--- config.mk ---
export PLATFORM = sky130hd
export DESIGN_NAME = ack_vector_rle_encoder_core
export DESIGN_NICKNAME = d
export VERILOG_FILES = /design/src/hdl/avre_pkg.sv /design/src/hdl/avre_cfg.sv /design/src/hdl/avre_core.sv /design/src/hdl/ack_vector_rle_encoder_core.sv
export SDC_FILE = /design/constraint.sdc
export NUM_CORES = 1
export LEC_CHECK = 0
export BUFFER_PORTS_ARGS = -buffer_cell sky130_fd_sc_hd__buf_2
export CELL_PAD_IN_SITES_DETAIL_PLACEMENT = 1
export CELL_PAD_IN_SITES_GLOBAL_PLACEMENT = 1
export CORE_UTILIZATION = 40
export CTS_CLUSTER_SIZE = 20
export DETAILED_ROUTE_END_ITERATION = 16
export HOLD_SLACK_MARGIN = 0.1
export PLACE_DENSITY = 0.83
export SYNTH_ARGS = -nofsm -noshare
export SYNTH_HDL_FRONTEND = slang
export SYNTH_HIERARCHICAL = 1
export SYNTH_SLANG_ARGS = --single-unit
export TNS_END_PERCENT = 5
--- constraint.sdc ---
create_clock -name i_clk -period 10.2 [get_ports i_clk]
set_clock_uncertainty 0.05 [all_clocks]
set_input_delay 0.51 -clock i_clk [delete_from_list [all_inputs] [get_ports i_clk]]
set_output_delay 0.51 -clock i_clk [all_outputs]
set_load 0.02 [all_outputs]
--- src/hdl/avre_pkg.sv ---
// shared types and constants for the ack vector run-length encoder
// request payload structs, operation codes and register indexes
// no dependencies
package avre_pkg;

    // run field mask of a vector byte
    localparam logic [5:0] RUN_MAX = 6'h3F;

    // register indexes on the configuration port
    localparam logic REG_MAX_VECTOR_BYTES  = 1'b0;
    localparam logic REG_NOT_RECEIVED_CODE = 1'b1;

    // reset values of the registers
    localparam logic [6:0] MAX_VECTOR_BYTES_RESET  = 7'd127;
    localparam logic [1:0] NOT_RECEIVED_CODE_RESET = 2'd0;

    // operation codes; the fourth code is unused
    typedef enum logic [1:0] {
        OP_START    = 2'd0,
        OP_ADD      = 2'd1,
        OP_FINALIZE = 2'd2
    } t_avre_op;

    // input request
    typedef struct packed {
        logic [1:0]  operation;
        logic [63:0] gsnr_value;
        logic [63:0] gsnfr_value;
        logic        start_parity;
        logic [1:0]  packet_state;
        logic        packet_parity;
    } t_avre_in;

    // result request
    typedef struct packed {
        logic       accepted;
        logic [6:0] byte_index;
        logic [7:0] byte_value;
        logic       parity_out;
        logic [6:0] vector_length;
    } t_avre_out;

    // configuration values seen by the encoder
    typedef struct packed {
        logic [6:0] max_vector_bytes;
        logic [1:0] not_received_code;
    } t_avre_cfg;

endpackage

--- src/hdl/avre_cfg.sv ---
// configuration registers of the ack vector encoder behind an apb-style port
// depends on avre_pkg
module avre_cfg (
    input  logic                i_clk,
    input  logic                i_rst_n,
    input  logic                psel,
    input  logic                penable,
    input  logic                pwrite,
    input  logic [2:0]          paddr,
    input  logic [31:0]         pwdata,
    output logic [31:0]         prdata,
    output logic                pready,
    output avre_pkg::t_avre_cfg o_cfg
);
    import avre_pkg::*;

    logic [6:0] r_max_bytes;
    logic [1:0] r_nr_code;
    logic       wr_en;

    assign pready = 1'b1;
    assign wr_en  = psel && penable && pwrite;

    // register writes, word select on address bit 2
    always_ff @(posedge i_clk) begin
        if (!i_rst_n) begin
            r_max_bytes <= MAX_VECTOR_BYTES_RESET;
            r_nr_code   <= NOT_RECEIVED_CODE_RESET;
        end else if (wr_en) begin
            if (paddr[2] == REG_MAX_VECTOR_BYTES) begin
                r_max_bytes <= pwdata[6:0];
            end else begin
                r_nr_code <= pwdata[1:0];
            end
        end
    end

    // read back, low byte lanes ignored
    always_comb begin
        if (paddr[2] == REG_NOT_RECEIVED_CODE) begin
            prdata = {30'd0, r_nr_code};
        end else begin
            prdata = {25'd0, r_max_bytes} | {29'd0, paddr[1:0], 1'b0} & 32'd0;
        end
    end

    assign o_cfg.max_vector_bytes  = r_max_bytes;
    assign o_cfg.not_received_code = r_nr_code;

endmodule

--- src/hdl/avre_core.sv ---
// encoder state and single-pass update logic for one request
// depends on avre_pkg
module avre_core (
    input  logic                i_clk,
    input  logic                i_rst_n,
    input  logic                i_step,
    input  avre_pkg::t_avre_in  i_item,
    input  avre_pkg::t_avre_cfg i_cfg,
    output avre_pkg::t_avre_out o_res
);
    import avre_pkg::*;

    logic [63:0] r_seq, n_seq;
    logic [63:0] r_limit, n_limit;
    logic [63:0] r_first, n_first;
    logic [6:0]  r_filled, n_filled;
    logic [1:0]  r_last, n_last;
    logic [7:0]  r_byte, n_byte;
    logic        r_parity, n_parity;

    logic [63:0] seq_inc;
    logic        in_range;
    logic        open_new;
    logic        room;
    logic        counts;
    t_avre_out   res;

    assign seq_inc  = r_seq + 64'd1;
    assign in_range = seq_inc < r_limit;
    assign counts   = i_item.packet_state != i_cfg.not_received_code;

    // a new byte opens on an empty vector, a state change or a full run
    assign open_new = (r_filled == 7'd0) || (r_last != i_item.packet_state)
                      || (r_byte[5:0] == RUN_MAX);
    assign room     = (r_filled == 7'd0) ? (i_cfg.max_vector_bytes != 7'd0)
                                         : (r_filled < i_cfg.max_vector_bytes);

    // next state and result
    always_comb begin
        n_seq    = r_seq;
        n_limit  = r_limit;
        n_first  = r_first;
        n_filled = r_filled;
        n_last   = r_last;
        n_byte   = r_byte;
        n_parity = r_parity;
        res      = '0;
        unique case (i_item.operation)
            OP_START: begin
                n_limit  = i_item.gsnr_value;
                n_first  = i_item.gsnfr_value;
                n_seq    = i_item.gsnfr_value;
                n_parity = i_item.start_parity;
                n_filled = 7'd0;
                n_byte   = 8'd0;
                n_last   = 2'd0;
            end
            OP_ADD: begin
                n_seq = seq_inc;
                if (in_range) begin
                    if (open_new) begin
                        if (room) begin
                            n_byte         = {i_item.packet_state, 6'd1};
                            n_last         = i_item.packet_state;
                            n_filled       = r_filled + 7'd1;
                            n_parity       = r_parity ^ (counts & i_item.packet_parity);
                            res.accepted   = 1'b1;
                            res.byte_index = r_filled;
                            res.byte_value = {i_item.packet_state, 6'd1};
                        end
                    end else begin
                        n_byte         = {r_byte[7:6], r_byte[5:0] + 6'd1};
                        n_parity       = r_parity ^ (counts & i_item.packet_parity);
                        res.accepted   = 1'b1;
                        res.byte_index = r_filled - 7'd1;
                        res.byte_value = {r_byte[7:6], r_byte[5:0] + 6'd1};
                    end
                end
            end
            OP_FINALIZE: begin
                res.parity_out = r_parity;
                if ((r_filled != 7'd0) && (r_first != r_limit) &&
                    !((r_filled == 7'd1) && (r_last == i_cfg.not_received_code))) begin
                    res.vector_length = r_filled;
                end
            end
            default: begin
            end
        endcase
    end

    assign o_res = res;

    // state registers
    always_ff @(posedge i_clk) begin
        if (!i_rst_n) begin
            r_seq    <= '0;
            r_limit  <= '0;
            r_first  <= '0;
            r_filled <= '0;
            r_last   <= '0;
            r_byte   <= '0;
            r_parity <= 1'b0;
        end else if (i_step) begin
            r_seq    <= n_seq;
            r_limit  <= n_limit;
            r_first  <= n_first;
            r_filled <= n_filled;
            r_last   <= n_last;
            r_byte   <= n_byte;
            r_parity <= n_parity;
        end
    end

    // a refused add leaves the vector untouched
    a_refused_stable: assert property (@(posedge i_clk) disable iff (!i_rst_n)
        i_step && (i_item.operation == OP_ADD) && !res.accepted
        |=> $stable(r_filled) && $stable(r_byte) && $stable(r_parity))
        else $error("refused add changed the vector");

    // every encoded byte carries a nonzero run
    a_run_nonzero: assert property (@(posedge i_clk) disable iff (!i_rst_n)
        res.accepted |-> (res.byte_value[5:0] != 6'd0))
        else $error("encoded byte with empty run");

    // opening a byte never moves past capacity
    a_capacity: assert property (@(posedge i_clk) disable iff (!i_rst_n)
        i_step && res.accepted && open_new
        |=> (r_filled <= $past(i_cfg.max_vector_bytes)))
        else $error("vector grew past capacity");

endmodule

--- src/hdl/ack_vector_rle_encoder_core.sv ---
// ack vector run-length encoder
// Requests enter on the input channel (i_in_valid, o_in_stall, i_in_data) and
// are taken at a clock edge with valid high and stall low. Each request gives
// exactly one result on the output channel (o_out_valid, i_out_stall,
// o_out_data), in order.
// An accepted request sits in the input register, where the encoder updates
// its state and computes the result, which is written to the output register.
// One request per cycle is sustained while the receiver does not stall; the
// path between the two registers is one 64-bit increment and compare against
// the received limit. When the receiver stalls, the result holds in the
// output register and the next request waits in the input register; only
// then is o_in_stall raised. Reset (i_rst_n low, synchronous) empties both
// registers, clears the vector state and restores capacity 127 and
// not-received code 0. The user must write configuration over the apb port
// only while no request is in flight; the core does not enforce this.
// depends on avre_pkg, avre_cfg, avre_core
module ack_vector_rle_encoder_core (
    input  logic                i_clk,
    input  logic                i_rst_n,
    input  logic                i_in_valid,
    output logic                o_in_stall,
    input  avre_pkg::t_avre_in  i_in_data,
    output logic                o_out_valid,
    input  logic                i_out_stall,
    output avre_pkg::t_avre_out o_out_data,
    input  logic                psel,
    input  logic                penable,
    input  logic                pwrite,
    input  logic [2:0]          paddr,
    input  logic [31:0]         pwdata,
    output logic [31:0]         prdata,
    output logic                pready
);
    import avre_pkg::*;

    logic      r_in_valid;
    t_avre_in  r_in_data;
    logic      r_out_valid;
    t_avre_out r_out_data;
    logic      out_free;
    logic      step;
    t_avre_cfg cfg;
    t_avre_out res;

    assign out_free   = !r_out_valid || !i_out_stall;
    assign step       = r_in_valid && out_free;
    assign o_in_stall = r_in_valid && !out_free;

    // configuration registers
    avre_cfg u_cfg (
        .i_clk   (i_clk),
        .i_rst_n (i_rst_n),
        .psel    (psel),
        .penable (penable),
        .pwrite  (pwrite),
        .paddr   (paddr),
        .pwdata  (pwdata),
        .prdata  (prdata),
        .pready  (pready),
        .o_cfg   (cfg)
    );

    // encoder state and update
    avre_core u_core (
        .i_clk   (i_clk),
        .i_rst_n (i_rst_n),
        .i_step  (step),
        .i_item  (r_in_data),
        .i_cfg   (cfg),
        .o_res   (res)
    );

    // input register
    always_ff @(posedge i_clk) begin
        if (!i_rst_n) begin
            r_in_valid <= 1'b0;
        end else if (!o_in_stall) begin
            r_in_valid <= i_in_valid;
        end
    end

    always_ff @(posedge i_clk) begin
        if (i_in_valid && !o_in_stall) begin
            r_in_data <= i_in_data;
        end
    end

    // output register
    always_ff @(posedge i_clk) begin
        if (!i_rst_n) begin
            r_out_valid <= 1'b0;
        end else if (out_free) begin
            r_out_valid <= r_in_valid;
        end
    end

    always_ff @(posedge i_clk) begin
        if (step) begin
            r_out_data <= res;
        end
    end

    assign o_out_valid = r_out_valid;
    assign o_out_data  = r_out_data;

    // a waiting request is never dropped while the output is blocked
    a_hold_request: assert property (@(posedge i_clk) disable iff (!i_rst_n)
        r_in_valid && !out_free |=> r_in_valid && $stable(r_in_data))
        else $error("waiting request lost");

    // a stepped request always lands in the output register
    a_step_lands: assert property (@(posedge i_clk) disable iff (!i_rst_n)
        step |=> r_out_valid)
        else $error("result not registered");

    // stall is raised only with a request held and the output blocked
    a_stall_cause: assert property (@(posedge i_clk) disable iff (!i_rst_n)
        o_in_stall |-> r_in_valid && r_out_valid && i_out_stall)
        else $error("spurious input stall");

endmodule

==> results of run 1 <==
report_power, final:
part | switching, mW | leakage, nW | internal [mW]
sequential | 0.0503 | 3.33 | 1.64
combinational | 0.210 | 4.30 | 0.149
clock | 0.653 | 0.684 | 0.908
path summary, 6_finish.rpt:
check	startpoint	end	slack, ps
worst max register to register	u_core/r_seq[0]$_SDFFE_PN0P_	u_core/r_filled[3]$_SDFFE_PN0P_	4480
worst min-delay path	i_in_data[90]	r_in_data[90]$_DFFE_PP_	150
worst min register to register	u_core/r_byte[6]$_SDFFE_PN0P_	u_core/r_byte[6]$_SDFFE_PN0P_	430
worst max-delay path	u_core/r_seq[0]$_SDFFE_PN0P_	u_core/r_filled[3]$_SDFFE_PN0P_	4480
metrics by stage:
stage / cell area (um2) / std cells / setup slack [ps] / total power [mW]
floorplan: 18600 / 1956 / 2850 / 1.92
global placement: 19800 / 2612 / 4930 / 2.02
detailed placement: 19800 / 2612 / 4750 / 2.04
CTS: 22500 / 2824 / 4660 / 3.64
global route: 22500 / 2824 / 4260 / 3.74
finish: 22500 / 2824 / 4480 / 3.62
registers in the layout, summed over array words and instances (netlist names), 2 cells and up:
| signal | flops |
|---|---|
| u_cfg/r_max_bytes | 7 |
| o_out_data | 24 |
| u_core/r_first | 64 |
| u_core/r_seq | 64 |
| u_core/r_limit | 64 |
| u_core/r_filled | 7 |
| u_core/r_last | 2 |
| r_in_data | 134 |
| u_core/r_byte | 8 |
| u_cfg/r_nr_code | 2 |
worst max-delay path: cells and delay by family, from the launching register on:
| family | cells | cell delay [ps] |
|---|---|---|
| simple gates | 8 | 3430 |
| xor+xnor | 1 | 120 |
| flops | 1 | 430 |
| fa+ha+maj | 1 | 340 |
| compound gates | 4 | 960 |
| buf+inv | 1 | 260 |
layout by cell type, fill, tap and decap left out, types with 49 or more instances in the layout:
cell type / netlist / final
xnor2_1: 105 / 105
ha_1: 74 / 74
edfxtp_1: 158 / 158
buf_2: 6 / 180
nor2_1: 81 / 79
dfxtp_1: 221 / 221
o21ai_0: 76 / 76
nand4_1: 49 / 49
a21boi_0: 140 / 139
nand2_1: 350 / 349
a21oi_1: 77 / 77
inv_1: 88 / 88
dlygate4sd3_1: 0 / 133
kinds of logic after synthesis:
family,count (synthesis),share of synthesized area
DFF,379,0.496
and+or+nand+nor,680,0.174
other,2,0.000406
xor gates and xnor gates,140,0.0663
adders and majority gates,74,0.0500
muxes,22,0.0121
AOI/OAI and AO/OA,408,0.150
buffers and inverters,227,0.0521
final cells by class:
class | instances | area share
Inverter | 88 | 0.0147
Clock inverter | 20 | 0.00883
Clock buffer | 59 | 0.0536
Multi-Input combinational cell | 1350 | 0.378
Timing Repair Buffer | 328 | 0.104
Tap cell | 600 | 0.0333
Sequential cell | 379 | 0.407
layer usage:
metal,vias to the layer above,track usage,share of wire
met3,97,0.0307,0.039
li1,7228,-,-
met2,369,0.434,0.50
met5,-,0,0
met4,0,0.0962,0.034
met1,7637,0.302,0.43
==> results_dict.tcl, run 1 <==
set metrics [dict create \
    cts.hold.buffers_added 133 \
    cts_tree "done" \
    dieWidth_um 217 \
    synth_edf_count 158 \
    globalplace.congestion 0.887 \
    diodes 0 \
    via_per_inst 5.43 \
    track_usage 0.245 \
    clk_path_buf_depth 3 \
    wirelength_um 58100 \
    yosys_warnings 6 \
    coreArea_mm2 0.0455 \
    portBuffers 181 \
    crit_top_cell "nand3_1" \
    synth_cell_types 72 \
    max_freq_mhz 175 \
    io_pins 235 \
    yosysTopAreaCell "edfxtp_1" \
    die-area_mm2 0.0471 \
    synthFlopType "dfxtp_1" \
    power-per-cell-area_mw_per_mm2 161 \
    grt_pass1_wl_um 90500 \
    rsz0062_at_grt "false" \
    yosysMostFrequentCell "nand2_1" \
    clk_pin_slew_worst_paths_ps 60 \
    h-tree-depth 2 \
    first_pass_iters 5 \
    clk_latency_ps 570 \
    synth-seq-cells 379 \
    setup_viol 0 \
    reg2reg_depth 15 \
    crit_chain "nand3_1, nor3_1, and3_1, nand3_1, nor3_1, xor2_1, ha_1, nand4_1, nor4_1, nand3_1, a311oi_1, a221oi_2, buf_4, a21o_1, o211ai_1" \
    routedWlPerCell_um 20.6 \
    clock-sinks 379 \
    numCtsBuffers 43 \
    holdWs_ps 149 \
    cp-end-kind "flip-flop" \
    cts_resized 0 \
    drv_slew 0 \
    syn_inst 1932 \
    hold_class "primary input to flip-flop" \
    synth_top_area_frac 0.256 \
    peakVddDrop_v 0.000136 \
    seq_area_mm2 0.00917 \
    initial_core_util 0.407 \
    cap_violations 0 \
    required_ps 10620 \
    multiInputGateArea_mm2 0.00852 \
    place_hpwl_um 37700 \
    hold_viol 0 \
    fillCellCount 5153 \
    antenna_found_initial 0 \
    min_period_over_period 0.560 \
    grt_overflow 0 \
    layout-drive-gt1-share 0.138 \
    post-cts-setup-buffers 0 \
    grt_max_degree 127 \
    worst_pin_slew_ps 1090 \
    synthesis.area_mm2 0.0185 \
    leakagePower_nw 8.31 \
    critPathLaunchType "flip-flop" \
    synthArstFlopShare 0 \
    slowest_delay_ps 770 \
    yosys-top-cells-area "edfxtp_1 26%, dfxtp_1 24%, nand2_1 7.1%" \
    row_count 78 \
    vias 15300 \
    ctsRootBufferMaster "clkbuf_16" \
    drcViolationCount 0 \
    ant_nets 0 \
    holdPathStages 1 \
    crit_fanout 20 \
    outcome "completed" \
    critical_path_class "flip-flop to flip-flop" \
    drtIter0Drc 764 \
    setup_tns_ps 0 \
    cp.arrival_ps 6140 \
    layout_min_cycle_time_ps 5720 \
    slowest_stage "nor4_1" \
    die-height_um 217 \
    fin_util 0.495 \
    synth-seq-area-share 0.496 \
    area_growth_pct 21.7 \
    layout.nets 2440 \
    postSynthAreaPerCell_um2 9.58 \
    synth_common_cells "350 x nand2_1, 221 x dfxtp_1, 158 x edfxtp_1" \
    timing.slew.headroom 0.270 \
    grt_pass1_vias 16200 \
]
Note: power is estimated with default switching activity, not from simulation.
==> run 2: changes to the inputs <==
==> constraint.sdc (replaced) <==
create_clock -name i_clk -period 5.81 [get_ports i_clk]
set_clock_uncertainty 0.05 [all_clocks]
set_input_delay 0.2905 -clock i_clk [delete_from_list [all_inputs] [get_ports i_clk]]
set_output_delay 0.2905 -clock i_clk [all_outputs]
set_load 0.02 [all_outputs]
==> results_dict.tcl, run 2 (synthesis results as in run 1) <==
set metrics [dict create \
    fillCellCount 5140 \
    grt_overflow 0 \
    slowest_delay_ps 630 \
    die-area_mm2 0.0471 \
    cap_violations 0 \
    combinationalPowerShare 0.101 \
    worst_pin_slew_ps 1150 \
    layout_common_cells "349 x nand2_1, 221 x dfxtp_1, 180 x buf_2" \
    crit_fanout 20 \
    crit_chain "nand3_2, or4b_4, nor4_4, nand3_1, nor2b_1, nand2_1, xnor2_1, ha_1, nand4_1, nor4_1, buf_4, nand3_1, a311oi_1, a221oi_2, buf_4, a31o_2, a32o_1" \
    power-per-cell-area_mw_per_mm2 280 \
    critical_path_class "flip-flop to flip-flop" \
    r2r_start "u_core/r_seq[20]$_SDFFE_PN0P_" \
    setup_tns_ps 0 \
    seq_area_mm2 0.00917 \
    drv_slew 0 \
    holdWs_ps 143 \
    clk_latency_ps 590 \
    timing.slew.headroom 0.235 \
    clk_pin_slew_worst_paths_ps 60 \
    via_per_inst 5.42 \
    leakagePower_nw 8.39 \
    routedWlPerCell_um 20.5 \
    clock-sinks 379 \
    rsz0062_at_grt "false" \
    ant_nets 0 \
    grt_pass1_vias 16200 \
    drcViolationCount 0 \
    holdPathStages 3 \
    layout_min_cycle_time_ps 5270 \
    place_hpwl_um 37800 \
    hold_viol 0 \
    p_sw_mw 1.60 \
    dieWidth_um 217 \
    row_count 78 \
    numCtsBuffers 42 \
    portBuffers 181 \
    switching_share 0.252 \
    multiInputGateArea_mm2 0.00852 \
    layout.nets 2456 \
    ctsRootBufferMaster "clkbuf_16" \
    io_pins 235 \
    hold_class "primary input to flip-flop" \
    internal-power_mw 4.75 \
    largest-register "r_in_data" \
    seqPwrFrac 0.468 \
    cp.arrival_ps 5690 \
    h-tree-depth 2 \
    first_pass_iters 6 \
    area_growth_pct 22.5 \
    min_from "penable" \
    cp-end-kind "flip-flop" \
    coreArea_mm2 0.0455 \
    outcome "completed" \
    layout-drive-gt1-share 0.141 \
    setup_viol 0 \
    min_period_over_period 0.906 \
    reg2reg_depth 17 \
    track_usage 0.246 \
    wirelength_um 58300 \
    required_ps 6240 \
    slowest_stage "nor4_4" \
    r2r_setup_slack_ps 540 \
    vias 15400 \
    cts_tree "done" \
    largest_reg_flops 134 \
    max_freq_mhz 190 \
    drtIter0Drc 814 \
    antenna_found_initial 1 \
    grt_pass1_wl_um 90100 \
    globalplace.congestion 0.862 \
    min_to "u_cfg/r_nr_code[0]$_SDFFE_PN0P_" \
    critPathLaunchType "flip-flop" \
    die-height_um 217 \
    r2r-end "u_core/r_parity$_SDFFE_PN0P_" \
    initial_core_util 0.407 \
    grt_max_degree 126 \
    final_common_cell "nand2_1" \
    pwr-share-clk 0.431 \
    clk_path_buf_depth 3 \
    peakVddDrop_v 0.000266 \
]
run 2: cell count changes in the layout (fill, tap and decap cells not counted), moves of 2 or more:
| cell | before | now |
|---|---|---|
| clkinvlp_4 | 2 | 0 |
| inv_6 | 1 | 3 |
| clkinv_1 | 6 | 4 |
| dlygate4sd3_1 | 133 | 143 |
| buf_4 | 14 | 20 |
| clkbuf_16 | 44 | 42 |
| clkinv_2 | 6 | 8 |
run 2: cell type report:
cell class	instances	area share
sequential	379	0.404
timing repair buffer	345	0.111
clock inverter	20	0.00960
multi-input combinational	1350	0.376
tap	600	0.0331
clock buffer	58	0.0517
antenna	1	0.000110
inverter	88	0.0146
run 2: layer usage:
layer	GRT usage	vias up	share of wire
met5	0	-	0
met4	0.108	0	0.041
met3	0.0408	126	0.044
met2	0.422	405	0.49
met1	0.304	7598	0.43
li1	-	7261	-
run 2: power by group through the flow:
stage	registers (mW)	clock network, mW	logic (mW)
3_3_place_gp	3.02	0	0.533
5_1_grt	2.99	2.90	0.699
6_report	2.98	2.74	0.641
3_5_place_dp	3.03	0	0.555
2_1_floorplan	3.00	0	0.356
4_1_cts	2.97	2.80	0.634
run 2: worst max-delay path by stage:
stage | start | end | slack (ps) | cells past startpoint
after floorplan | o_out_valid$_SDFFE_PN0P_ | r_in_data[0]$_DFFE_PP_ | 1220 | 2
after global placement | u_core/r_seq[20]$_SDFFE_PN0P_ | u_core/r_parity$_SDFFE_PN0P_ | 760 | 17
after detailed placement | u_core/r_seq[20]$_SDFFE_PN0P_ | u_core/r_parity$_SDFFE_PN0P_ | 600 | 17
after CTS | u_core/r_seq[20]$_SDFFE_PN0P_ | u_core/r_parity$_SDFFE_PN0P_ | 580 | 17
after global routing | u_core/r_seq[20]$_SDFFE_PN0P_ | u_core/r_filled[4]$_SDFFE_PN0P_ | 290 | 17
final | u_core/r_seq[20]$_SDFFE_PN0P_ | u_core/r_parity$_SDFFE_PN0P_ | 540 | 17
run 2: critical path: cells and delay by family, from the launching register on:
kind / cells / cell delay (ps)
buffers and inverters: 2 / 420
xor gates and xnor gates: 1 / 140
AOI/OAI and AO/OA: 4 / 920
adders and majority gates: 1 / 280
and+or+nand+nor: 9 / 2880
DFF: 1 / 470
run 2: timing repair:
action	CTS	global route
hold buffers	143	0
resized for setup	0	0
buffers inserted	0	0
hold endpoints to repair	145	0
run 2: metrics by stage:
step | power [mW] | setup WS (ps) | util | std cells | area [um2]
global placement | 3.56 | 761 | 0.436 | 2619 | 19900
finish | 6.36 | 544 | 0.499 | 2841 | 22700
global route | 6.59 | 286 | 0.499 | 2841 | 22700
floorplan | 3.36 | 1220 | - | 1956 | 18600
detailed placement | 3.58 | 600 | 0.436 | 2619 | 19900
CTS | 6.40 | 579 | 0.498 | 2840 | 22700
